==> config.mk <==
export PLATFORM = sky130hd
export DESIGN_NAME = srts_div
export DESIGN_NICKNAME = d
export VERILOG_FILES = /design/src/rtl/srts_pkg.sv /design/src/rtl/srts_div.sv
export SDC_FILE = /design/constraint.sdc
export NUM_CORES = 1
export LEC_CHECK = 0
export ABC_AREA = 1
export BUFFER_PORTS_ARGS = -buffer_cell sky130_fd_sc_hd__buf_2
export CORE_ASPECT_RATIO = 0.6
export CORE_UTILIZATION = 46
export CTS_BUF_LIST = sky130_fd_sc_hd__clkbuf_8 sky130_fd_sc_hd__clkbuf_16
export DETAILED_ROUTE_END_ITERATION = 7
export PLACE_DENSITY_LB_ADDON = 0.05
export RECOVER_POWER = 50
export SLEW_MARGIN = 25
export SYNTH_ARGS = -nofsm -noshare
export SYNTH_HDL_FRONTEND = slang
export SYNTH_SLANG_ARGS = --single-unit
==> constraint.sdc <==
create_clock -name clk -period 15.1 [get_ports clk]
set_input_delay 0.755 -clock clk [delete_from_list [all_inputs] [get_ports clk]]
set_output_delay 0.755 -clock clk [all_outputs]
set_load 0.005 [all_outputs]
==> src/rtl/srts_pkg.sv <==
// Shared constants, widths and fixed-point helpers for the timestamp line-fit block.
`default_nettype none

package srts_pkg;

    localparam int SRTS_WINDOW = 100;

    localparam int SAMPLE_W = 16;
    localparam int TIME_W   = 32;
    localparam int COUNT_W  = 16;
    localparam int SIDX_W   = 32;
    localparam int SSQ_W    = 48;
    localparam int SVAL_W   = 48;
    localparam int SXY_W    = 64;
    localparam int Q_W      = 48;
    localparam int OP_W     = 64;
    localparam int WIDE_W   = 128;
    localparam int SH_W     = 7;

    // Binary point of the slope and intercept.
    localparam logic [SH_W-1:0] FRAC_SH = 7'd24;
    // Slope scaling used by the evaluate request.
    localparam logic [SH_W-1:0] EVAL_SH = 7'd47;

    localparam logic [SAMPLE_W-1:0] LOW_QUARTER  = 16'h4000;
    localparam logic [SAMPLE_W-1:0] HIGH_QUARTER = 16'hC000;
    localparam logic [SAMPLE_W-1:0] HALF_RANGE   = 16'h8000;
    localparam logic [TIME_W-1:0]   WRAP_STEP    = 32'h0001_0000;

    localparam logic CMD_FEED = 1'b0;
    localparam logic CMD_EVAL = 1'b1;

    localparam logic signed [WIDE_W-1:0] SAT_MAX = 128'sh7FFF_FFFF_FFFF;
    localparam logic signed [WIDE_W-1:0] SAT_MIN = -128'sh8000_0000_0000;

    function automatic logic signed [WIDE_W-1:0] ext_op(input logic signed [OP_W-1:0] v);
        return {{(WIDE_W-OP_W){v[OP_W-1]}}, v};
    endfunction

    function automatic logic signed [OP_W-1:0] ext_q(input logic signed [Q_W-1:0] v);
        return {{(OP_W-Q_W){v[Q_W-1]}}, v};
    endfunction

    function automatic logic signed [Q_W-1:0] sat_q(input logic signed [WIDE_W-1:0] v);
        logic signed [Q_W-1:0] r;
        if (v > SAT_MAX)
            r = SAT_MAX[Q_W-1:0];
        else if (v < SAT_MIN)
            r = SAT_MIN[Q_W-1:0];
        else
            r = v[Q_W-1:0];
        return r;
    endfunction

    // Arithmetic right shift that rounds toward zero.
    function automatic logic signed [WIDE_W-1:0] shr_trunc(input logic signed [WIDE_W-1:0] v,
                                                          input logic [SH_W-1:0] sh);
        logic signed [WIDE_W-1:0] bias;
        bias = (128'sd1 <<< sh) - 128'sd1;
        return v[WIDE_W-1] ? ((v + bias) >>> sh) : (v >>> sh);
    endfunction

endpackage

`default_nettype wire

==> src/rtl/srts_div.sv <==
// Restoring divider: signed wide numerator over positive divisor, truncating toward zero.
`default_nettype none

module srts_div
    import srts_pkg::*;
(
    input  wire logic                     clk,
    input  wire logic                     rst_n,
    input  wire logic                     start,
    input  wire logic signed [WIDE_W-1:0] num,
    input  wire logic [OP_W-1:0]          den,
    output logic                          done,
    output logic signed [WIDE_W-1:0]      quotient
);

    logic                        busy_reg, busy_next;
    logic                        done_reg, done_next;
    logic                        neg_reg, neg_next;
    logic [$clog2(WIDE_W)-1:0]   cnt_reg, cnt_next;
    logic [WIDE_W-1:0]           m_reg, m_next;
    logic [WIDE_W-1:0]           q_reg, q_next;
    logic [OP_W-1:0]             rem_reg, rem_next;
    logic [OP_W-1:0]             den_reg, den_next;
    logic [OP_W:0]               trial;

    assign trial = {rem_reg, m_reg[WIDE_W-1]};

    always_comb
    begin
        busy_next = busy_reg;
        done_next = 1'b0;
        neg_next  = neg_reg;
        cnt_next  = cnt_reg;
        m_next    = m_reg;
        q_next    = q_reg;
        rem_next  = rem_reg;
        den_next  = den_reg;
        if (start)
        begin
            busy_next = 1'b1;
            neg_next  = num[WIDE_W-1];
            m_next    = num[WIDE_W-1] ? WIDE_W'(-num) : WIDE_W'(num);
            q_next    = '0;
            rem_next  = '0;
            den_next  = den;
            cnt_next  = '0;
        end
        else if (busy_reg)
        begin
            m_next = m_reg << 1;
            if (trial >= {1'b0, den_reg})
            begin
                rem_next = OP_W'(trial - {1'b0, den_reg});
                q_next   = {q_reg[WIDE_W-2:0], 1'b1};
            end
            else
            begin
                rem_next = trial[OP_W-1:0];
                q_next   = {q_reg[WIDE_W-2:0], 1'b0};
            end
            cnt_next = cnt_reg + 1'b1;
            if (cnt_reg == '1)
            begin
                busy_next = 1'b0;
                done_next = 1'b1;
            end
        end
    end

    always_ff @(posedge clk or negedge rst_n)
    begin
        if (!rst_n)
        begin
            busy_reg <= 1'b0;
            done_reg <= 1'b0;
            cnt_reg  <= '0;
        end
        else
        begin
            busy_reg <= busy_next;
            done_reg <= done_next;
            cnt_reg  <= cnt_next;
        end
    end

    always_ff @(posedge clk)
    begin
        neg_reg <= neg_next;
        m_reg   <= m_next;
        q_reg   <= q_next;
        rem_reg <= rem_next;
        den_reg <= den_next;
    end

    assign done     = done_reg;
    assign quotient = neg_reg ? $signed(-q_reg) : $signed(q_reg);

endmodule

`default_nettype wire

Word-level counts from Yosys, hierarchy flattened:

Index checks and enable logic that the tools add are counted.
W data, S select, Z words.

* $add $sub $neg: 4
* multipliers: 0
* div/mod/pow operators: 0
* magnitude comparators: 1
* equality and inequality tests: 1
* shift operators: 0
* mux-type cells: 14
* bitwise operators: 0
* reduce and logical (&&, ||, !) cells: 1

Operators with widths (count)
* $mux W128: 4
* $neg A128 Y128: 2
* $ge A65 B64 Y1: 1
* $mux W64: 1
* $sub A64 B64 Y64: 1
* $mux W7: 2
* $add A7 B1 Y7 const B: 1
* $eq A7 B7 Y1 const B: 1
* $mux W1: 7
* $reduce_bool A2 Y1: 1

* register bits: 394
* latch bits: 0
* memory bits (writable): 0
* bits in read-only memories: 0
* input port bits: 195
* output and inout bits: 129
* memories: 0

Logic depth before layout (Yosys ltp):

Gate-level depths: netlist (run 1).

* depth in word-level cells: 4
* depth in mapped cells: 21
* gate-level depth less buffers: 18

Least setup slack after synthesis (run 1):

Ideal clock, no wire load.

* kind: input -> register
* start: in start
* end: reg m_reg[0], enable pin
* arrival: 5.074 ns
* setup slack: 9.484 ns
* cell stages on the path: 5
* buffers on the path: 3
* cells stage by stage: clkbuf_1 > nor2_1 > inv_1 > clkbuf_1 > clkbuf_1

* longest elaborated chain between the ends: 1

RTL lines
* from (decl): line srts_div.sv:9 `input wire logic start,`
* $reduce_bool A2 Y1 (no line)
* to (signal assigned): line srts_div.sv:89 `m_reg <= m_next;`
* to (decl): line srts_div.sv:20 `logic [WIDE_W-1:0] m_reg, m_next;`

Every way passes these cells.
A chain may end at the register's enable or synchronous reset.

Final worst setup path (run 1):

* start: in start
* end: reg m_reg[98], enable pin

The elaborated chain is that of the path after synthesis.

==> flow_summary.yaml, run 1 <==
run_status:
  status: "finished with violations"
  violations: "design-rule violations, max-capacitance violations, max-slew violations"
timing:
  rsz0062_at_grt: "false"
  min_period_over_period: 0.587
  max-slew-margin-rel: -1.61
  finClkSkew_ns: 0.0187
  maxSlewViolCount: 563
  timing.fmax_ghz: 0.113
  worst_pin_slew_ns: 3.89
  fin_setup_tns_ns: 0
  hold_viol_final: 0
  setup_viol: 0
  whs_ns: 0.332
  fin_crit_ns: 8.86
  fin_ws_ns: 6.24
clocking:
  cts_root_buf: "clkbuf_16"
  cts.sinks: 394
  cts_tree: "yes"
  worstSkewPairLatency_ns: 0.60
  htreeDepth: 2
  cts-buffers-inserted: 41
  clkSlewWorstSetupHoldPaths_ns: 0.06
  cts_buffer_depth: 3
  cts_setup_buffers: 0
routing:
  wl_um: 117000
  avgViaCountPerCell: 5.59
  num_vias: 32419
  first_pass_iters: 8
  drc: 7
  antenna_left: 0
  first_iter_violations: 4342
  wl_per_cell_um: 20.2
global_routing:
  antenna_found_initial: 6
  grt_max_degree: 104
  grt_usage: 0.346
  grt.overflow.total: 0
  grt_first_pass_wirelength_um: 172000
  grt_pass1_vias: 28052
setup_path:
  r2r-start: "busy_reg"
  cp-start-kind: "input pin"
  cp.required_ns: 15.30
  critPathKind: "in2reg"
  crit_start: "start"
  r2r-end: "m_reg[98]"
  reg2regPathDepth: 4
  reg2reg_setup_slack_ns: 6.97
  endpoint: "m_reg[98]"
  critPathMaxFanout: 103
  worstSetupEndpointType: "register"
  cp.arrival_ns: 9.06
logic_synthesis:
  synthAdderAreaFrac: 0.0287
  ys_ff_latch: 394
  syn_area_um2: 29900
  synthXorXnorAreaFrac: 0.0619
  synthSimpleGateAreaFrac: 0.374
  yosys_most_used_dff: "edfxtp_1"
  yosysSeqAreaShare: 0.330
  synth.avg_cell_area_um2: 6.40
  synth_compound_area_frac: 0.101
  synth-edff-count: 193
  synthMuxAreaShare: 0
  async_flop_share: 0.0228
  synth-warning-count: 0
  synth.distinct_cells: 54
  synthesis.nets: 4930
  synthCells: 4667
  synth_top_family_by_area: "simple AND/OR/NAND/NOR gates"
floorplan:
  initial_core_util: 0.471
  ioPinCount: 324
  core_um2: 63400
  die_area_um2: 66000
  num_rows: 71
  fp.dieW_um: 331
  die_h_um: 199
min_path:
  min_from: "den[38]"
  hold_depth: 1
  hold_class: "in2reg"
placement:
  routabilityCongestion: 1.09
  dpl_worst_slack_ns: 11.30
  numPortBuffers: 323
  dp_hpwl_um: 93900
pwr:
  irDropWorstVdd_mv: 0.0931
  leakagePower_nw: 16.9
  power_per_cell_area_nw_per_um2: 140
  p_total_mw: 4.66
finish:
  drive_gt1_frac: 0.0860
  fillers: 6689
  nets: 5182
  area_delta_synth_final_pct: 11.6
  final_util: 0.526
flow_run:
  maxCapViolations: 9
-- metal layers --
layer / share of wire / vias to the layer above / track usage
met2: 0.34 / 1784 / 0.409
li1: - / 15601 / -
met5: 0.0022 / - / 0.0270
met1: 0.49 / 14870 / 0.566
met3: 0.14 / 156 / 0.116
met4: 0.021 / 8 / 0.0691
-- power breakdown --
part           leakage (nW)  internal [mW]  switching, mW
logic                  12.6          0.690           1.60
registers              3.69           1.27         0.0935
clock network         0.689          0.542          0.463
total                  16.9           2.50           2.16
-- cell type report --
class,count,area [um2],share of cell area
antenna,4,10.0,0.000300
multi-input combinational,3460,16900,0.506
clock buffer,45,1100,0.0331
inverter,682,2560,0.0769
tap,839,1050,0.0315
sequential,394,9870,0.296
timing repair buffer,340,1710,0.0512
clock inverter,31,170,0.00510
-- worst min-delay path by stage --
| stage | slack, ns | to |
|---|---|---|
| floorplan | 0.44 | rem_reg[49] |
| global placement | 0.46 | rem_reg[52] |
| detailed placement | 0.46 | rem_reg[52] |
| CTS | 0.30 | den_reg[37] |
| global route | 0.31 | den_reg[46] |
| finish | 0.33 | den_reg[38] |
-- synthesized netlist by cell type (8+ instances only) --
cell type / instances / area share
nand2_1: 1306 / 0.16
nor2_1: 749 / 0.094
inv_1: 675 / 0.085
nand3_1: 294 / 0.049
xor2_1: 207 / 0.061
edfxtp_1: 193 / 0.19
dfxtp_1: 192 / 0.13
nand4_1: 161 / 0.034
o21ai_0: 154 / 0.026
o22ai_1: 127 / 0.027
a21oi_1: 125 / 0.021
clkbuf_1: 96 / 0.012
ha_1: 67 / 0.028
a31oi_1: 47 / 0.0098
nor3_1: 40 / 0.0067
nand3b_1: 21 / 0.0053
o21bai_1: 18 / 0.0045
buf_1: 17 / 0.0021
nor4_1: 17 / 0.0036
buf_2: 12 / 0.0020
a21boi_0: 11 / 0.0028
nor2_2: 11 / 0.0023
dfrtp_1: 9 / 0.0075
and2_1: 8 / 0.0017
or2_2: 8 / 0.0017
-- worst max-delay path: stages --
cell	delay [ns]
clkbuf_1	0.95
nor2_1	1.85
clkinvlp_2	3.90
buf_4	1.48
-- what timing repair did --
| item | CTS | global route |
|---|---|---|
| hold buffers | 1 | 0 |
| gates resized for setup | 0 | 0 |
| endpoints found under the hold margin | 4 | 0 |
-- kinds of logic after synthesis --
family | after synthesis
flip-flops | 394
AO/OA/AOI/OAI | 526
buffers and inverters | 813
adder cells (fa/ha/maj) | 68
AND/OR/NAND/NOR | 2655
XOR/XNOR | 211
-- metrics by stage --
stage,area (um2),instances
after floorplan,29900,4667
after global placement,32100,5714
after detailed placement,32100,5714
after CTS,33400,5791
after global routing,33300,5794
final,33300,5795
-- cell usage in the layout, fill, tap and decap left out, types with 41 or more instances in the layout --
master / instances
nand2_1: 1307
nor2_1: 750
inv_1: 687
buf_2: 303
nand3_1: 294
xor2_1: 207
edfxtp_1: 193
dfxtp_1: 192
nand4_1: 162
o21ai_0: 155
o22ai_1: 127
a21oi_1: 125
ha_1: 67
a31oi_1: 47
clkbuf_16: 43
nor3_1: 41
Note: power is estimated with default switching activity, not from simulation.
==> inputs of run 2 (changes only) <==
clock period = 8.8 ns   (was 15.1 ns; I/O delays follow)
==> flow_summary.yaml, run 2 (synthesis results as in run 1) <==
placement:
  routabilityCongestion: 1.05
  dp_hpwl_um: 97800
  numPortBuffers: 323
  dpl_worst_slack_ns: 5.33
routing:
  first_iter_violations: 4050
  first_pass_iters: 7
  avgViaCountPerCell: 5.58
  wl_per_cell_um: 21.0
  wl_um: 122000
  drc: 0
  antenna_left: 0
  num_vias: 32576
pwr:
  power_per_cell_area_nw_per_um2: 243
  leakagePower_nw: 17.2
  irDropWorstVdd_mv: 0.216
floorplan:
  die_h_um: 199
  num_rows: 71
  die_area_um2: 66000
  initial_core_util: 0.471
  fp.dieW_um: 331
  ioPinCount: 324
  core_um2: 63400
global_routing:
  grt.overflow.total: 0
  grt_first_pass_wirelength_um: 179000
  grt_use_met1: 0.593
  grt_max_degree: 137
  grt_use_met3: 0.127
  busiest_layer: "met1"
  grt_use_met2: 0.426
  grt_usage: 0.363
  grt_pass1_vias: 28789
  antenna_found_initial: 8
clocking:
  cts-buffers-inserted: 41
  cts_tree: "yes"
  cts_buffer_depth: 3
  clkSlewWorstSetupHoldPaths_ns: 0.07
  cts_root_buf: "clkbuf_16"
  cts.sinks: 394
  cts_resized: 0
  worstSkewPairLatency_ns: 0.62
  htreeDepth: 2
run_status:
  violations: "max-capacitance violations, max-slew violations"
  status: "finished with violations"
finish:
  final_cell_mix: "nand2_1, nor2_1, inv_1"
  area_delta_synth_final_pct: 13.7
  fillers: 6595
  nets: 5224
  drive_gt1_frac: 0.0861
  final_common_cell: "nand2_1"
setup_path:
  slowest_stage: "clkbuf_1"
  critPathMaxFanout: 66
  cp.required_ns: 9.34
  cp.arrival_ns: 6.31
  worstSetupEndpointType: "register"
  critPathKind: "reg2reg"
  cp-start-kind: "register"
  max_stage_delay_ns: 2.58
  worstPathCellList: "clkbuf_1 -> clkinv_1 -> clkbuf_1 -> a21oi_1 -> o21a_1 -> nand2_1 -> nand2_1 -> nor2_1 -> nor2_1"
timing:
  finClkSkew_ns: 0.0309
  max-slew-margin-rel: -1.47
  fin_setup_tns_ns: 0
  setup_viol: 0
  min_period_over_period: 0.656
  rsz0062_at_grt: "false"
  maxSlewViolCount: 460
  hold_viol_final: 0
  fin_ws_ns: 3.02
  fin_crit_ns: 5.78
  worst_pin_slew_ns: 3.71
  timing.fmax_ghz: 0.173
min_path:
  hold_class: "in2reg"
flow_run:
  maxCapViolations: 8
-- run 2: path summary, 6_finish.rpt --
path	start	endpoint	slack (ns)	cells past startpoint
max in group asynchronous	rst_n	busy_reg	7.97	2
worst max-delay path	busy_reg	rem_reg[14]	3.02	9
worst min-delay path	den[27]	den_reg[27]	0.02	1
worst min register to register	rem_reg[53]	rem_reg[53]	0.48	2
min in group asynchronous	rst_n	cnt_reg[5]	0.37	2
worst max register to register	busy_reg	rem_reg[14]	3.02	9
-- run 2: final cells by class --
cell class	instances	area (um2)	share of cell area
clock buffers	47	1120	0.0330
diodes	5	12.5	0.000368
flip-flops and latches	394	9870	0.291
multi-input cells	3460	16900	0.498
clock inverters	27	282	0.00829
inverters	682	2570	0.0757
well taps	839	1050	0.0309
repair buffers	382	2160	0.0635
-- run 2: metal layers --
metal  vias to the layer above  wire length, um
met3                       143            17300
met5                         -              227
met4                         6             2620
met2                      1805            41900
li1                      15680                -
met1                     14942            60300
-- run 2: power breakdown --
| part | total [mW] | switching [mW] | internal (mW) |
|---|---|---|---|
| combinational | 4.01 | 2.81 | 1.20 |
| clock | 1.88 | 0.817 | 1.06 |
| sequential | 2.35 | 0.179 | 2.17 |
| total | 8.24 | 3.80 | 4.44 |
-- run 2: stage by stage --
step	instance area, um2	instances	utilization	hold WS [ns]	power [mW]
final	34000	5836	0.535	0.0206	8.24
after global routing	34000	5835	0.535	0.00149	8.70
after CTS	34000	5831	0.536	0.000132	8.07
after detailed placement	32100	5712	0.507	0.334	6.17
after global placement	32100	5712	0.507	0.334	6.16
after floorplan	29900	4667	-	0.144	4.78
-- run 2: critical path, delay by kind of cell, from the launching register on --
kind	cells	cell delay, ns
compound gates	2	0.69
simple gates	4	0.26
flops	1	0.35
buf+inv	3	4.31
-- run 2: what timing repair did --
action                                  4_1_cts  5_1_grt
endpoints found under the hold margin        53        0
hold buffers                                 45        0
setup buffers                                 0        0
endpoints found under the setup margin        0        0
