## src/rtl/srts_pkg.sv

```systemverilog
// Shared constants, widths and fixed-point helpers for the timestamp line-fit block.
`default_nettype none

package srts_pkg;

    localparam int SRTS_WINDOW = 100;

    localparam int SAMPLE_W = 16;
    localparam int TIME_W   = 32;
    localparam int COUNT_W  = 16;
    localparam int SIDX_W   = 32;
    localparam int SSQ_W    = 48;
    localparam int SVAL_W   = 48;
    localparam int SXY_W    = 64;
    localparam int Q_W      = 48;
    localparam int OP_W     = 64;
    localparam int WIDE_W   = 128;
    localparam int SH_W     = 7;

    // Binary point of the slope and intercept.
    localparam logic [SH_W-1:0] FRAC_SH = 7'd24;
    // Slope scaling used by the evaluate request.
    localparam logic [SH_W-1:0] EVAL_SH = 7'd47;

    localparam logic [SAMPLE_W-1:0] LOW_QUARTER  = 16'h4000;
    localparam logic [SAMPLE_W-1:0] HIGH_QUARTER = 16'hC000;
    localparam logic [SAMPLE_W-1:0] HALF_RANGE   = 16'h8000;
    localparam logic [TIME_W-1:0]   WRAP_STEP    = 32'h0001_0000;

    localparam logic CMD_FEED = 1'b0;
    localparam logic CMD_EVAL = 1'b1;

    localparam logic signed [WIDE_W-1:0] SAT_MAX = 128'sh7FFF_FFFF_FFFF;
    localparam logic signed [WIDE_W-1:0] SAT_MIN = -128'sh8000_0000_0000;

    function automatic logic signed [WIDE_W-1:0] ext_op(input logic signed [OP_W-1:0] v);
        return {{(WIDE_W-OP_W){v[OP_W-1]}}, v};
    endfunction

    function automatic logic signed [OP_W-1:0] ext_q(input logic signed [Q_W-1:0] v);
        return {{(OP_W-Q_W){v[Q_W-1]}}, v};
    endfunction

    function automatic logic signed [Q_W-1:0] sat_q(input logic signed [WIDE_W-1:0] v);
        logic signed [Q_W-1:0] r;
        if (v > SAT_MAX)
            r = SAT_MAX[Q_W-1:0];
        else if (v < SAT_MIN)
            r = SAT_MIN[Q_W-1:0];
        else
            r = v[Q_W-1:0];
        return r;
    endfunction

    // Arithmetic right shift that rounds toward zero.
    function automatic logic signed [WIDE_W-1:0] shr_trunc(input logic signed [WIDE_W-1:0] v,
                                                          input logic [SH_W-1:0] sh);
        logic signed [WIDE_W-1:0] bias;
        bias = (128'sd1 <<< sh) - 128'sd1;
        return v[WIDE_W-1] ? ((v + bias) >>> sh) : (v >>> sh);
    endfunction

endpackage

`default_nettype wire

```

## src/rtl/srts_mul.sv

```systemverilog
// Shift-and-add signed multiplier, one multiplier bit per cycle, stops early.
`default_nettype none

module srts_mul
    import srts_pkg::*;
(
    input  wire logic                     clk,
    input  wire logic                     rst_n,
    input  wire logic                     start,
    input  wire logic signed [OP_W-1:0]   a,
    input  wire logic signed [OP_W-1:0]   b,
    output logic                          done,
    output logic signed [WIDE_W-1:0]      product
);

    logic                busy_reg, busy_next;
    logic                done_reg, done_next;
    logic                neg_reg, neg_next;
    logic [WIDE_W-1:0]   acc_reg, acc_next;
    logic [WIDE_W-1:0]   mcand_reg, mcand_next;
    logic [OP_W-1:0]     mplier_reg, mplier_next;

    always_comb
    begin
        busy_next   = busy_reg;
        done_next   = 1'b0;
        neg_next    = neg_reg;
        acc_next    = acc_reg;
        mcand_next  = mcand_reg;
        mplier_next = mplier_reg;
        if (start)
        begin
            busy_next   = 1'b1;
            neg_next    = a[OP_W-1] ^ b[OP_W-1];
            acc_next    = '0;
            mcand_next  = {{(WIDE_W-OP_W){1'b0}}, (a[OP_W-1] ? OP_W'(-a) : OP_W'(a))};
            mplier_next = b[OP_W-1] ? OP_W'(-b) : OP_W'(b);
        end
        else if (busy_reg)
        begin
            if (mplier_reg == '0)
            begin
                busy_next = 1'b0;
                done_next = 1'b1;
            end
            else
            begin
                if (mplier_reg[0])
                begin
                    acc_next = acc_reg + mcand_reg;
                end
                mcand_next  = mcand_reg << 1;
                mplier_next = mplier_reg >> 1;
            end
        end
    end

    always_ff @(posedge clk or negedge rst_n)
    begin
        if (!rst_n)
        begin
            busy_reg <= 1'b0;
            done_reg <= 1'b0;
        end
        else
        begin
            busy_reg <= busy_next;
            done_reg <= done_next;
        end
    end

    always_ff @(posedge clk)
    begin
        neg_reg    <= neg_next;
        acc_reg    <= acc_next;
        mcand_reg  <= mcand_next;
        mplier_reg <= mplier_next;
    end

    assign done    = done_reg;
    assign product = neg_reg ? $signed(-acc_reg) : $signed(acc_reg);

endmodule

`default_nettype wire

```

## config.mk

```make
export PLATFORM = sky130hd
export DESIGN_NAME = srts_mul
export DESIGN_NICKNAME = d
export VERILOG_FILES = /design/src/rtl/srts_pkg.sv /design/src/rtl/srts_mul.sv
export SDC_FILE = /design/constraint.sdc
export NUM_CORES = 1
export LEC_CHECK = 0
export ABC_CLOCK_PERIOD_IN_PS = 5500
export BUFFER_PORTS_ARGS = -buffer_cell sky130_fd_sc_hd__buf_2
export CAP_MARGIN = 10
export CORE_UTILIZATION = 30
export CTS_CLUSTER_DIAMETER = 50
export DETAILED_ROUTE_END_ITERATION = 16
export HOLD_SLACK_MARGIN = 0.15
export RECOVER_POWER = 50
export SYNTH_ARGS = -nofsm -noshare
export SYNTH_HDL_FRONTEND = slang
export SYNTH_SLANG_ARGS = --single-unit
```

## constraint.sdc

```tcl
create_clock -name clk -period 5.5 [get_ports clk]
set_clock_uncertainty 0.15 [all_clocks]
set_input_delay 1.65 -clock clk [delete_from_list [all_inputs] [get_ports clk]]
set_output_delay 1.65 -clock clk [all_outputs]
set_load 0.01 [all_outputs]
```

# Yosys cells after proc, flatten, opt, wreduce, memory -nomap -nowiden
# Index checks and enable logic that the tools add are counted.
[classes]
eq_ne = 1
magnitude_cmp = 0
n_reduce_logical = 5
muxes = 15
n_mul = 0
n_bitwise = 2
div = 0
shifts = 0
n_addsub = 4
[op_table]
columns = ["operator", "count"]
rows = [
  ["two-way mux 64 bit", 8],
  ["adder 128 bit", 1],
  ["two-way mux 128 bit", 1],
  ["negation 128 bit", 1],
  ["negation 64 bit", 2],
  ["zero test 64 bit", 1],
  ["two-way mux 1 bit", 6],
  ["AND reduction 2 bit", 2],
  ["AND reduction 3 bit", 1],
  ["inequality test 2 bit (second input constant)", 1],
  ["nonzero test 2 bit", 1],
  ["NOT 1 bit", 1],
  ["XOR 1 bit", 1],
]
[word_totals]
ramBits = 0
latchBits = 0
romBits = 0
elab_cells = 34
reg_bits = 323
memories = 0
input_bits = 131

# Depth between registers and ports, before layout
# Gate-level depths: netlist of run 1.
[depth]
word_depth = 4
ltp_mapped = 13
mapped_depth_nobuf = 13

# Worst setup path before layout of run 1
# No wires, ideal clock.
[synth_path]
kind = "register -> output"
from = "reg acc_reg[2]"
to = "out product[127]"
setup_slack_ps = 130
arrival_ps = 3570
stages_incl_launch_ff = 13
path_cell_list = "dfxtp_1 > or4_4 > nor4_4 > nand2_2 > or4_4 > or3_1 > buf_2 > nor4_4 > nand3_2 > or3_1 > buf_2 > o41ai_2 > xnor2_1"
[synth_via]
elab_chain_cells = 2
[synth_lines]
columns = ["item", "line_no", "text"]
rows = [
  ["start, declared", "srts_mul.sv:19", "logic [WIDE_W-1:0] acc_reg, acc_next;"],
  ["start signal, assigned", "srts_mul.sv:75", "acc_reg <= acc_next;"],
  ["negation 128 bit", "srts_mul.sv:81", "assign product = neg_reg ? $signed(-acc_reg) : $signed(acc_reg);"],
  ["two-way mux 128 bit", "srts_mul.sv:81", ""],
  ["end, declared", "srts_mul.sv:13", "output logic signed [WIDE_W-1:0] product"],
]
# Every way passes these cells.

# Worst setup path after layout of run 1
[layout_path]
from = "reg acc_reg[2]"
to = "out product[107]"
# Same word-level chain as after synthesis.

==> impl_results.html, run 1 <==
<table>
<tr><th>Metric</th><th>Value</th></tr>
<tr><th colspan="2">Global route</th></tr>
<tr><td>Number of antenna violations at the first check in global routing</td><td>2</td></tr>
<tr><td>Overall fraction of global-route tracks in use</td><td>21.0%</td></tr>
<tr><td>First-pass GRT wire length</td><td>145 mm</td></tr>
<tr><td>Largest net degree at the start of global routing</td><td>174</td></tr>
<tr><td>Grt ovf</td><td>0</td></tr>
<tr><td>Via count of the first global-routing pass</td><td>24600</td></tr>
<tr><th colspan="2">Route</th></tr>
<tr><td>Average routed wire per standard cell</td><td>19.6 um</td></tr>
<tr><td>Post-DRT Antenna Nets</td><td>0</td></tr>
<tr><td>Via-per-instance ratio</td><td>5.39</td></tr>
<tr><td>Total number of vias</td><td>26000</td></tr>
<tr><td>Starting DRC count in detailed routing</td><td>2026</td></tr>
<tr><td>Routed wire length</td><td>94.7 mm</td></tr>
<tr><td>DRC violations left</td><td>0</td></tr>
<tr><td>Number of iterations in the first detailed-routing pass</td><td>5</td></tr>
<tr><th colspan="2">Critical path</th></tr>
<tr><td>Cell family with most CP delay</td><td>simple AND/OR/NAND/NOR gates</td></tr>
<tr><td>Crit path DAT</td><td>4.37 ns</td></tr>
<tr><td>Total buffers and inverters traversed by the critical path</td><td>3</td></tr>
<tr><td>Worst Setup End Kind</td><td>output port</td></tr>
<tr><td>Worst setup path class</td><td>flip-flop to output port</td></tr>
<tr><td>Start of the worst register-to-register path</td><td>mplier_reg[34]</td></tr>
<tr><td>Required time at the worst-slack endpoint</td><td>3.70 ns</td></tr>
<tr><td>Launch point of the critical path</td><td>acc_reg[2]</td></tr>
<tr><td>Depth of the worst register-to-register path</td><td>9</td></tr>
<tr><td>Highest-delay cell along the critical path</td><td>sky130_fd_sc_hd__or4_4</td></tr>
<tr><td>Startpoint type of the worst setup path</td><td>flip-flop</td></tr>
<tr><td>Reg2reg setup slack</td><td>between 0.3 and 0.4 ns</td></tr>
<tr><td>Levels on crit path</td><td>13</td></tr>
<tr><td>Crit-path cells</td><td>or4_4 &gt; nor4_4 &gt; nand2_2 &gt; or4_4 &gt; or3_4 &gt; nor4_4 &gt; buf_4 &gt; nand3_4 &gt; or3_4 &gt; buf_6 &gt; o41ai_4 &gt; xnor2_1 &gt; buf_2</td></tr>
<tr><td>Largest fanout on the critical path</td><td>3</td></tr>
<tr><td>Longest individual stage delay on the worst path</td><td>0.55 ns</td></tr>
<tr><td>Crit path to</td><td>product[107]</td></tr>
<tr><td>Endpoint of the worst register-to-register path</td><td>acc_reg[123]</td></tr>
<tr><th colspan="2">Floorplanning</th></tr>
<tr><td>Cell Rows</td><td>107</td></tr>
<tr><td>Die span in x</td><td>296 um</td></tr>
<tr><td>I/O pin total</td><td>260</td></tr>
<tr><td>Effective utilization at floorplan</td><td>30.4%</td></tr>
<tr><td>Placeable core area</td><td>~85000 um2</td></tr>
<tr><td>Die Y</td><td>between 200 and 300 um</td></tr>
<tr><td>Area of the die</td><td>roughly 88000 um2</td></tr>
<tr><th colspan="2">Power</th></tr>
<tr><td>Leakage Power</td><td>12.8 nW</td></tr>
<tr><td>Total power of the final layout</td><td>12.5 mW</td></tr>
<tr><td>Peak supply drop</td><td>around 0.26 mV</td></tr>
<tr><td>Cell area power density</td><td>between 300 and 400 nW/um2</td></tr>
<tr><th colspan="2">Final layout</th></tr>
<tr><td>Post-route insts no fill</td><td>4833</td></tr>
<tr><td>Syn-to-layout area delta</td><td>21.6%</td></tr>
<tr><td>Utilization of the core after routing</td><td>36.9%</td></tr>
<tr><td>Filler Cells Inserted</td><td>about 9100</td></tr>
<tr><td>Layout cells sized above 1</td><td>18.0%</td></tr>
<tr><td>Final-stage net count</td><td>3908</td></tr>
<tr><th colspan="2">Synthesis</th></tr>
<tr><td>Unique cell type count in the Yosys netlist</td><td>80</td></tr>
<tr><td>Gate count after technology mapping</td><td>3329</td></tr>
<tr><td>Post-synth top flop</td><td>sky130_fd_sc_hd__dfxtp_1</td></tr>
<tr><td>Share of synthesized registers carrying an async set or reset</td><td>less than 1%</td></tr>
<tr><td>Flip-flop and latch count after synthesis</td><td>323</td></tr>
<tr><td>List of most frequent post-synthesis cells</td><td>434 x sky130_fd_sc_hd__nand2_1, 402 x sky130_fd_sc_hd__a21oi_1, 335 x sky130_fd_sc_hd__nor2_1</td></tr>
<tr><td>Synth top area share</td><td>14.9%</td></tr>
<tr><td>Syn_nets</td><td>about 3600</td></tr>
<tr><td>Dominant cells by area after synthesis</td><td>sky130_fd_sc_hd__edfxtp_1 15%, sky130_fd_sc_hd__dfxtp_1 15%, sky130_fd_sc_hd__a21oi_1 7.8%, sky130_fd_sc_hd__xnor2_1 6.3%, sky130_fd_sc_hd__nand2_1 6.3%</td></tr>
<tr><td>Count of flip-flops with a built-in enable after synthesis</td><td>129</td></tr>
<tr><td>Most frequently used cell type in the post-synthesis netlist</td><td>sky130_fd_sc_hd__nand2_1</td></tr>
<tr><td>Area leader, netlist</td><td>sky130_fd_sc_hd__edfxtp_1</td></tr>
<tr><td>Number of synthesis warnings</td><td>0</td></tr>
<tr><td>Synthesized area divided by synthesized cell count</td><td>7.80 um2</td></tr>
<tr><td>Synth Cell Area</td><td>roughly 26000 um2</td></tr>
<tr><td>Fraction of the yosys area taken by sequential cells</td><td>between 20% and 30%</td></tr>
<tr><th colspan="2">Clock tree</th></tr>
<tr><td>CTS Buf Count</td><td>51</td></tr>
<tr><td>Post-CTS clock slew at the launch and capture registers of the worst setup and hold paths</td><td>0.06 ns</td></tr>
<tr><td>Clk Tree Root Cell</td><td>sky130_fd_sc_hd__clkbuf_16</td></tr>
<tr><td>Clock sink count</td><td>323</td></tr>
<tr><td>Hold bufs inserted after CTS</td><td>0</td></tr>
<tr><td>Number of H-tree branching levels</td><td>2</td></tr>
<tr><td>Insertion delay of the later-clocked pin in the worst-skew pair</td><td>0.61 ns</td></tr>
<tr><td>CTS Buffer Depth</td><td>3</td></tr>
<tr><td>CTS tree</td><td>built</td></tr>
<tr><th colspan="2">Timing</th></tr>
<tr><td>Achievable frequency</td><td>162 MHz</td></tr>
<tr><td>Crit share post-route</td><td>112%</td></tr>
<tr><td>Final hold slack</td><td>0.355 ns</td></tr>
<tr><td>Max Transition Viols Final</td><td>about 300</td></tr>
<tr><td>Worst max-slew margin expressed relative to the limit</td><td>-86.9%</td></tr>
<tr><td>Actual slew at the worst max-slew pin</td><td>2.80 ns</td></tr>
<tr><td>Time the final worst path needs with I/O delays and setup</td><td>6.17 ns</td></tr>
<tr><td>RSZ-0062 raised after global routing</td><td>true</td></tr>
<tr><td>Finish-stage setup viols</td><td>69</td></tr>
<tr><td>Number of hold-slack violations in the final timing report</td><td>0</td></tr>
<tr><td>Final worst-path setup slack</td><td>-0.670 ns</td></tr>
<tr><th colspan="2">Placed design</th></tr>
<tr><td>Half-perimeter wire length after placement</td><td>73.8 mm</td></tr>
<tr><td># port buffers</td><td>between 200 and 300</td></tr>
<tr><td>Gpl congestion</td><td>1.01</td></tr>
<tr><td>Post-placement setup slack</td><td>-0.313 ns</td></tr>
<tr><td>Placed Cells</td><td>around 4700</td></tr>
<tr><th colspan="2">Hold path</th></tr>
<tr><td>Min-Delay Startpoint</td><td>acc_reg[51]</td></tr>
<tr><td>Hold WC Path Type</td><td>flip-flop to flip-flop</td></tr>
<tr><th colspan="2">Run status</th></tr>
<tr><td>Outcome</td><td>complete, but fails checks</td></tr>
<tr><td>Failing checks</td><td>capacitance limit, slew limit, setup timing</td></tr>
<tr><th colspan="2">Run</th></tr>
<tr><td>Number of max-cap violations</td><td>4</td></tr>
</table>
-- cells in the final DEF, fill, tap and decap left out, drive strengths merged, types with 9 or more instances in the layout --
master,instances
a211oi,17
a21boi,12
a21o,37
a21oi,402
a221oi,11
a31oi,19
and2,15
and3,11
buf,431
clkbuf,77
clkinv,13
dfxtp,192
edfxtp,129
ha,130
inv,65
mux2,11
mux2i,67
nand2,435
nand2b,18
nand3,61
nand3b,9
nand4,81
nor2,335
nor2b,9
nor3,67
nor4,58
o211ai,16
o21a,14
o21ai,216
o21bai,49
o31ai,79
o41ai,40
or2,24
or3,51
or4,42
xnor2,187
xor2,168
-- stage by stage --
step	cell area [um2]	TNS, ns
after floorplan	25900	0
after global placement	29300	-1.88
after detailed placement	29300	-2.04
after CTS	31300	-17.80
after global routing	31600	-54.99
final	31600	-15.38
-- worst reg2reg max path, delay by kind of cell, from the launching register on --
family          cells  cell delay (ns)
flops               1             0.39
buf+inv             1             1.06
compound gates      1             0.25
simple gates        7             3.17
-- cell type report --
type	instances	area [um2]	share of cell area, %
multi-input cells	2768	17700	56.1
flip-flops and latches	323	7770	24.6
repair buffers	446	2730	8.65
well taps	1144	1430	4.54
clock buffers	62	1360	4.31
clock inverters	33	360	1.14
inverters	56	210	0.666
diodes	1	2.50	0.00793
-- cell families (layout without fill, tap and decap cells) --
logic type	count (synthesis)	count (layout)	share of synthesized area, %
xor+xnor	355	355	12.0
flops	323	323	29.9
other cells	0	1	0
mux	78	78	3.06
buf+inv	238	597	3.47
compound gates	976	976	22.9
fa+ha+maj	131	131	6.35
simple gates	1228	1228	22.3
-- timing repair --
action | 4_1_cts | 5_1_grt
gates cloned | 0 | 0
setup buffers | 7 | 10
setup endpoints to repair | 65 | 63
endpoints found under the hold margin | 0 | 0
gates resized for setup | 37 | 84
pin swaps | 1 | 22
-- worst min path at each step --
stage / to / slack [ns] / cells after the start
finish: acc_reg[51] / 0.36 / 2
global route: acc_reg[127] / 0.38 / 2
CTS: acc_reg[51] / 0.35 / 2
detailed placement: acc_reg[51] / 0.34 / 2
global placement: acc_reg[51] / 0.34 / 2
floorplan: acc_reg[108] / 0.32 / 2
-- power by group --
group          total [mW]  switching [mW]  internal [mW]
Sequential           3.18           0.323           2.86
Combinational        6.03            3.64           2.38
Clock                3.25            1.30           1.94
Total                12.5            5.27           7.18
-- layer usage --
layer	vias to the layer above	part of all wire, %	global-route usage [%]
met5	-	0	0
met4	0	2.4	5.42
met3	143	6.1	3.05
met2	748	45	33.3
met1	12300	47	29.6
li1	12800	-	-
(Power assumes the default switching activity.)
==> inputs of run 2 (changes only) <==
ABC_CLOCK_PERIOD_IN_PS = 6570   (was 5500)
clock period = 6.57 ns   (was 5.5 ns; I/O delays follow)
==> run 2 against run 1 <==
The run ends with capacitance limit, slew limit left. Register-to-register slack improved by 0.44 ns. Clock power shrank 16%. Flip-flop and latch count unchanged. Setup slack better by 0.70 ns. Global-route usage decreased by 0.50 points. Clock-buffer cell count grew 1. Die area unchanged. Wire length shrank 2.1%. Largest cell class unchanged. Non-clock buffer count decreased by 121.
==> impl_results.html, run 2 (synthesis results as in run 1) <==
<table>
<tr><th>Metric</th><th>Value</th></tr>
<tr><th colspan="2">Final layout</th></tr>
<tr><td>Most frequent standard cell in the layout excluding fill and tap cells</td><td>sky130_fd_sc_hd__nand2_1</td></tr>
<tr><td>Syn-to-layout area delta</td><td>17.2%</td></tr>
<tr><td>Top library cells by usage in the layout, fill and taps aside</td><td>432 x sky130_fd_sc_hd__nand2_1, 402 x sky130_fd_sc_hd__a21oi_1, 332 x sky130_fd_sc_hd__nor2_1, 253 x sky130_fd_sc_hd__buf_2, 212 x sky130_fd_sc_hd__o21ai_0</td></tr>
<tr><td>Layout cells sized above 1</td><td>13.7% (-4.2 points)</td></tr>
<tr><td>Final-stage net count</td><td>3787 (-3.1%)</td></tr>
<tr><td>Antenna diodes</td><td>0 (-1)</td></tr>
<tr><td>Utilization of the core after routing</td><td>35.6% (-1.4 points)</td></tr>
<tr><th colspan="2">Run</th></tr>
<tr><td>Number of max-cap violations</td><td>8 (+4)</td></tr>
<tr><th colspan="2">Timing</th></tr>
<tr><td>Worst max-slew margin expressed relative to the limit</td><td>-80.5% (+6.4 points)</td></tr>
<tr><td>Max Transition Viols Final</td><td>496 (+64%)</td></tr>
<tr><td>Accumulated negative setup slack</td><td>0 ns (+15.38 ns)</td></tr>
<tr><td>Achievable frequency</td><td>153 MHz</td></tr>
<tr><td>RSZ-0062 raised after global routing</td><td>true</td></tr>
<tr><td>Crit share post-route</td><td>between 90 and 100%</td></tr>
<tr><td>Finish-stage setup viols</td><td>0 (-100%)</td></tr>
<tr><td>Actual slew at the worst max-slew pin</td><td>2.71 ns (-0.0960 ns)</td></tr>
<tr><td>Number of hold-slack violations in the final timing report</td><td>0 (unchanged)</td></tr>
<tr><td>Time the final worst path needs with I/O delays and setup</td><td>between 6 and 7 ns</td></tr>
<tr><th colspan="2">Floorplanning</th></tr>
<tr><td>Cell Rows</td><td>107 (unchanged)</td></tr>
<tr><td>Effective utilization at floorplan</td><td>30.4% (unchanged)</td></tr>
<tr><td>I/O pin total</td><td>260 (unchanged)</td></tr>
<tr><td>Die Y</td><td>296 um (unchanged)</td></tr>
<tr><td>Placeable core area</td><td>85400 um2 (unchanged)</td></tr>
<tr><td>Die span in x</td><td>296 um (unchanged)</td></tr>
<tr><td>Area of the die</td><td>87700 um2 (unchanged)</td></tr>
<tr><th colspan="2">Global route</th></tr>
<tr><td>First-pass GRT wire length</td><td>142 mm (-2.1%)</td></tr>
<tr><td>Number of antenna violations at the first check in global routing</td><td>1 (-1)</td></tr>
<tr><td>Overall fraction of global-route tracks in use</td><td>20.5% (-0.50 points)</td></tr>
<tr><td>Grt ovf</td><td>0 (unchanged)</td></tr>
<tr><td>Largest net degree at the start of global routing</td><td>138 (-21%)</td></tr>
<tr><td>Via count of the first global-routing pass</td><td>24200 (-1.8%)</td></tr>
<tr><th colspan="2">Clock tree</th></tr>
<tr><td>CTS Buf Count</td><td>51 (unchanged)</td></tr>
<tr><td>CTS Buffer Depth</td><td>3 (unchanged)</td></tr>
<tr><td>Clock sink count</td><td>323 (unchanged)</td></tr>
<tr><td>CTS tree</td><td>built</td></tr>
<tr><td>Number of H-tree branching levels</td><td>2 (unchanged)</td></tr>
<tr><td>Insertion delay of the later-clocked pin in the worst-skew pair</td><td>0.61 ns (about the same)</td></tr>
<tr><td>Hold bufs inserted after CTS</td><td>0 (unchanged)</td></tr>
<tr><td>Clk Tree Root Cell</td><td>sky130_fd_sc_hd__clkbuf_16</td></tr>
<tr><td>Post-CTS clock slew at the launch and capture registers of the worst setup and hold paths</td><td>0.06 ns (about the same)</td></tr>
<tr><th colspan="2">Route</th></tr>
<tr><td>Routed wire length</td><td>92.7 mm (-2.1%)</td></tr>
<tr><td>Total number of vias</td><td>25800 (-0.89%)</td></tr>
<tr><td>Via-per-instance ratio</td><td>5.48 (+1.7%)</td></tr>
<tr><td>DRC violations left</td><td>0 (unchanged)</td></tr>
<tr><td>Starting DRC count in detailed routing</td><td>2000 (-1.3%)</td></tr>
<tr><td>Post-DRT Antenna Nets</td><td>0 (unchanged)</td></tr>
<tr><td>Number of iterations in the first detailed-routing pass</td><td>5 (unchanged)</td></tr>
<tr><td>Average routed wire per standard cell</td><td>19.7 um (+0.49%)</td></tr>
<tr><th colspan="2">Critical path</th></tr>
<tr><td>Worst Setup End Kind</td><td>output port</td></tr>
<tr><td>Endpoint of the worst register-to-register path</td><td>acc_reg[109]</td></tr>
<tr><td>Required time at the worst-slack endpoint</td><td>4.45 ns (+0.75 ns)</td></tr>
<tr><td>Crit path DAT</td><td>4.42 ns (+0.05 ns)</td></tr>
<tr><td>Start of the worst register-to-register path</td><td>mplier_reg[31]</td></tr>
<tr><td>Reg2reg setup slack</td><td>0.80 ns (+0.44 ns)</td></tr>
<tr><td>Startpoint type of the worst setup path</td><td>flip-flop</td></tr>
<tr><td>Worst setup path class</td><td>flip-flop to output port</td></tr>
<tr><td>Largest fanout on the critical path</td><td>6 (+3)</td></tr>
<tr><td>Depth of the worst register-to-register path</td><td>10 (+1)</td></tr>
<tr><th colspan="2">Run status</th></tr>
<tr><td>Failing checks</td><td>capacitance limit, slew limit</td></tr>
<tr><td>Outcome</td><td>complete, but fails checks</td></tr>
<tr><th colspan="2">Hold path</th></tr>
<tr><td>Hold WC Path Type</td><td>flip-flop to flip-flop</td></tr>
<tr><td>WHS Endpoint</td><td>mcand_reg[124]</td></tr>
<tr><td>Hold Path Depth</td><td>2 (unchanged)</td></tr>
<tr><td>Min-Delay Startpoint</td><td>mcand_reg[123]</td></tr>
<tr><th colspan="2">Power</th></tr>
<tr><td>Leakage Power</td><td>12.1 nW (-5.3%)</td></tr>
<tr><td>Peak supply drop</td><td>0.208 mV (-19%)</td></tr>
<tr><td>Cell area power density</td><td>332 nW/um2 (-16%)</td></tr>
<tr><th colspan="2">Placed design</th></tr>
<tr><td>Gpl congestion</td><td>0.962 (-4.4%)</td></tr>
<tr><td>Half-perimeter wire length after placement</td><td>72.0 mm (-2.4%)</td></tr>
<tr><td># port buffers</td><td>259 (unchanged)</td></tr>
</table>
## run 2: where the power goes
group	switching (mW)	internal [mW]	leakage, nW
sequential	0.343	2.39	2.91
combinational	2.87	1.77	8.35
clock	1.09	1.64	0.823
total	4.31	5.80	12.1
## run 2: through the flow
stage | hold WS, ns | total power [mW] | area [um2] | setup slack (ns) | std cells
3_5_place_dp | 0.347 | 7.27 | 28500 | 0.0394 | 4610
4_1_cts | 0.357 | 10.1 | 30400 | -0.130 | 4706
6_report | 0.346 | 10.1 | 30400 | 0.0280 | 4708
3_3_place_gp | 0.337 | 7.28 | 28500 | 0.0307 | 4610
2_1_floorplan | 0.318 | 5.69 | 25900 | 0.879 | 3329
5_1_grt | 0.393 | 10.7 | 30400 | -0.0875 | 4708
## run 2: worst max path at each step
| stage | startpoint | end |
|---|---|---|
| 6_report | acc_reg[3] | product[119] |
| 3_5_place_dp | acc_reg[13] | product[121] |
| 5_1_grt | acc_reg[78] | product[127] |
| 2_1_floorplan | acc_reg[2] | product[127] |
| 4_1_cts | acc_reg[13] | product[121] |
| 3_3_place_gp | acc_reg[13] | product[121] |
## run 2: final cells by class
type,count,area [um2]
Clock buffer,63,1380
Clock inverter,29,325
Fill cell,9143,55000
Inverter,56,210
Multi-Input combinational cell,2768,17500
Sequential cell,323,7770
Tap cell,1144,1430
Timing Repair Buffer,325,1810
## run 2: routing by layer
metal / wire length [um] / track usage (%) / vias up
met1: 43100 / 28.6 / 12300
met4: 2300 / 5.78 / 0
met2: 40800 / 32.1 / 810
met3: 6530 / 3.63 / 125
li1: - / - / 12600
met5: 0 / 0 / -
## run 2: worst max-delay path, cell delays in order, from the launching register on
cell and delay, ns:
sky130_fd_sc_hd__dfxtp_2 0.35, sky130_fd_sc_hd__or4_4 0.56, sky130_fd_sc_hd__nor4_4 0.20, sky130_fd_sc_hd__nand2_2 0.16, sky130_fd_sc_hd__or4_4 0.48, sky130_fd_sc_hd__or3_4 0.39, sky130_fd_sc_hd__nor4_4 0.23, sky130_fd_sc_hd__buf_6 0.16
sky130_fd_sc_hd__nand3_4 0.11, sky130_fd_sc_hd__o31ai_1 0.76, sky130_fd_sc_hd__xnor2_1 0.20, sky130_fd_sc_hd__buf_2 0.23
## run 2: timing repair
item / 4_1_cts / 5_1_grt
pin swaps: 12 / 6
buffers inserted: 4 / 1
endpoints found under the setup margin: 24 / 16
gates resized for setup: 20 / 13
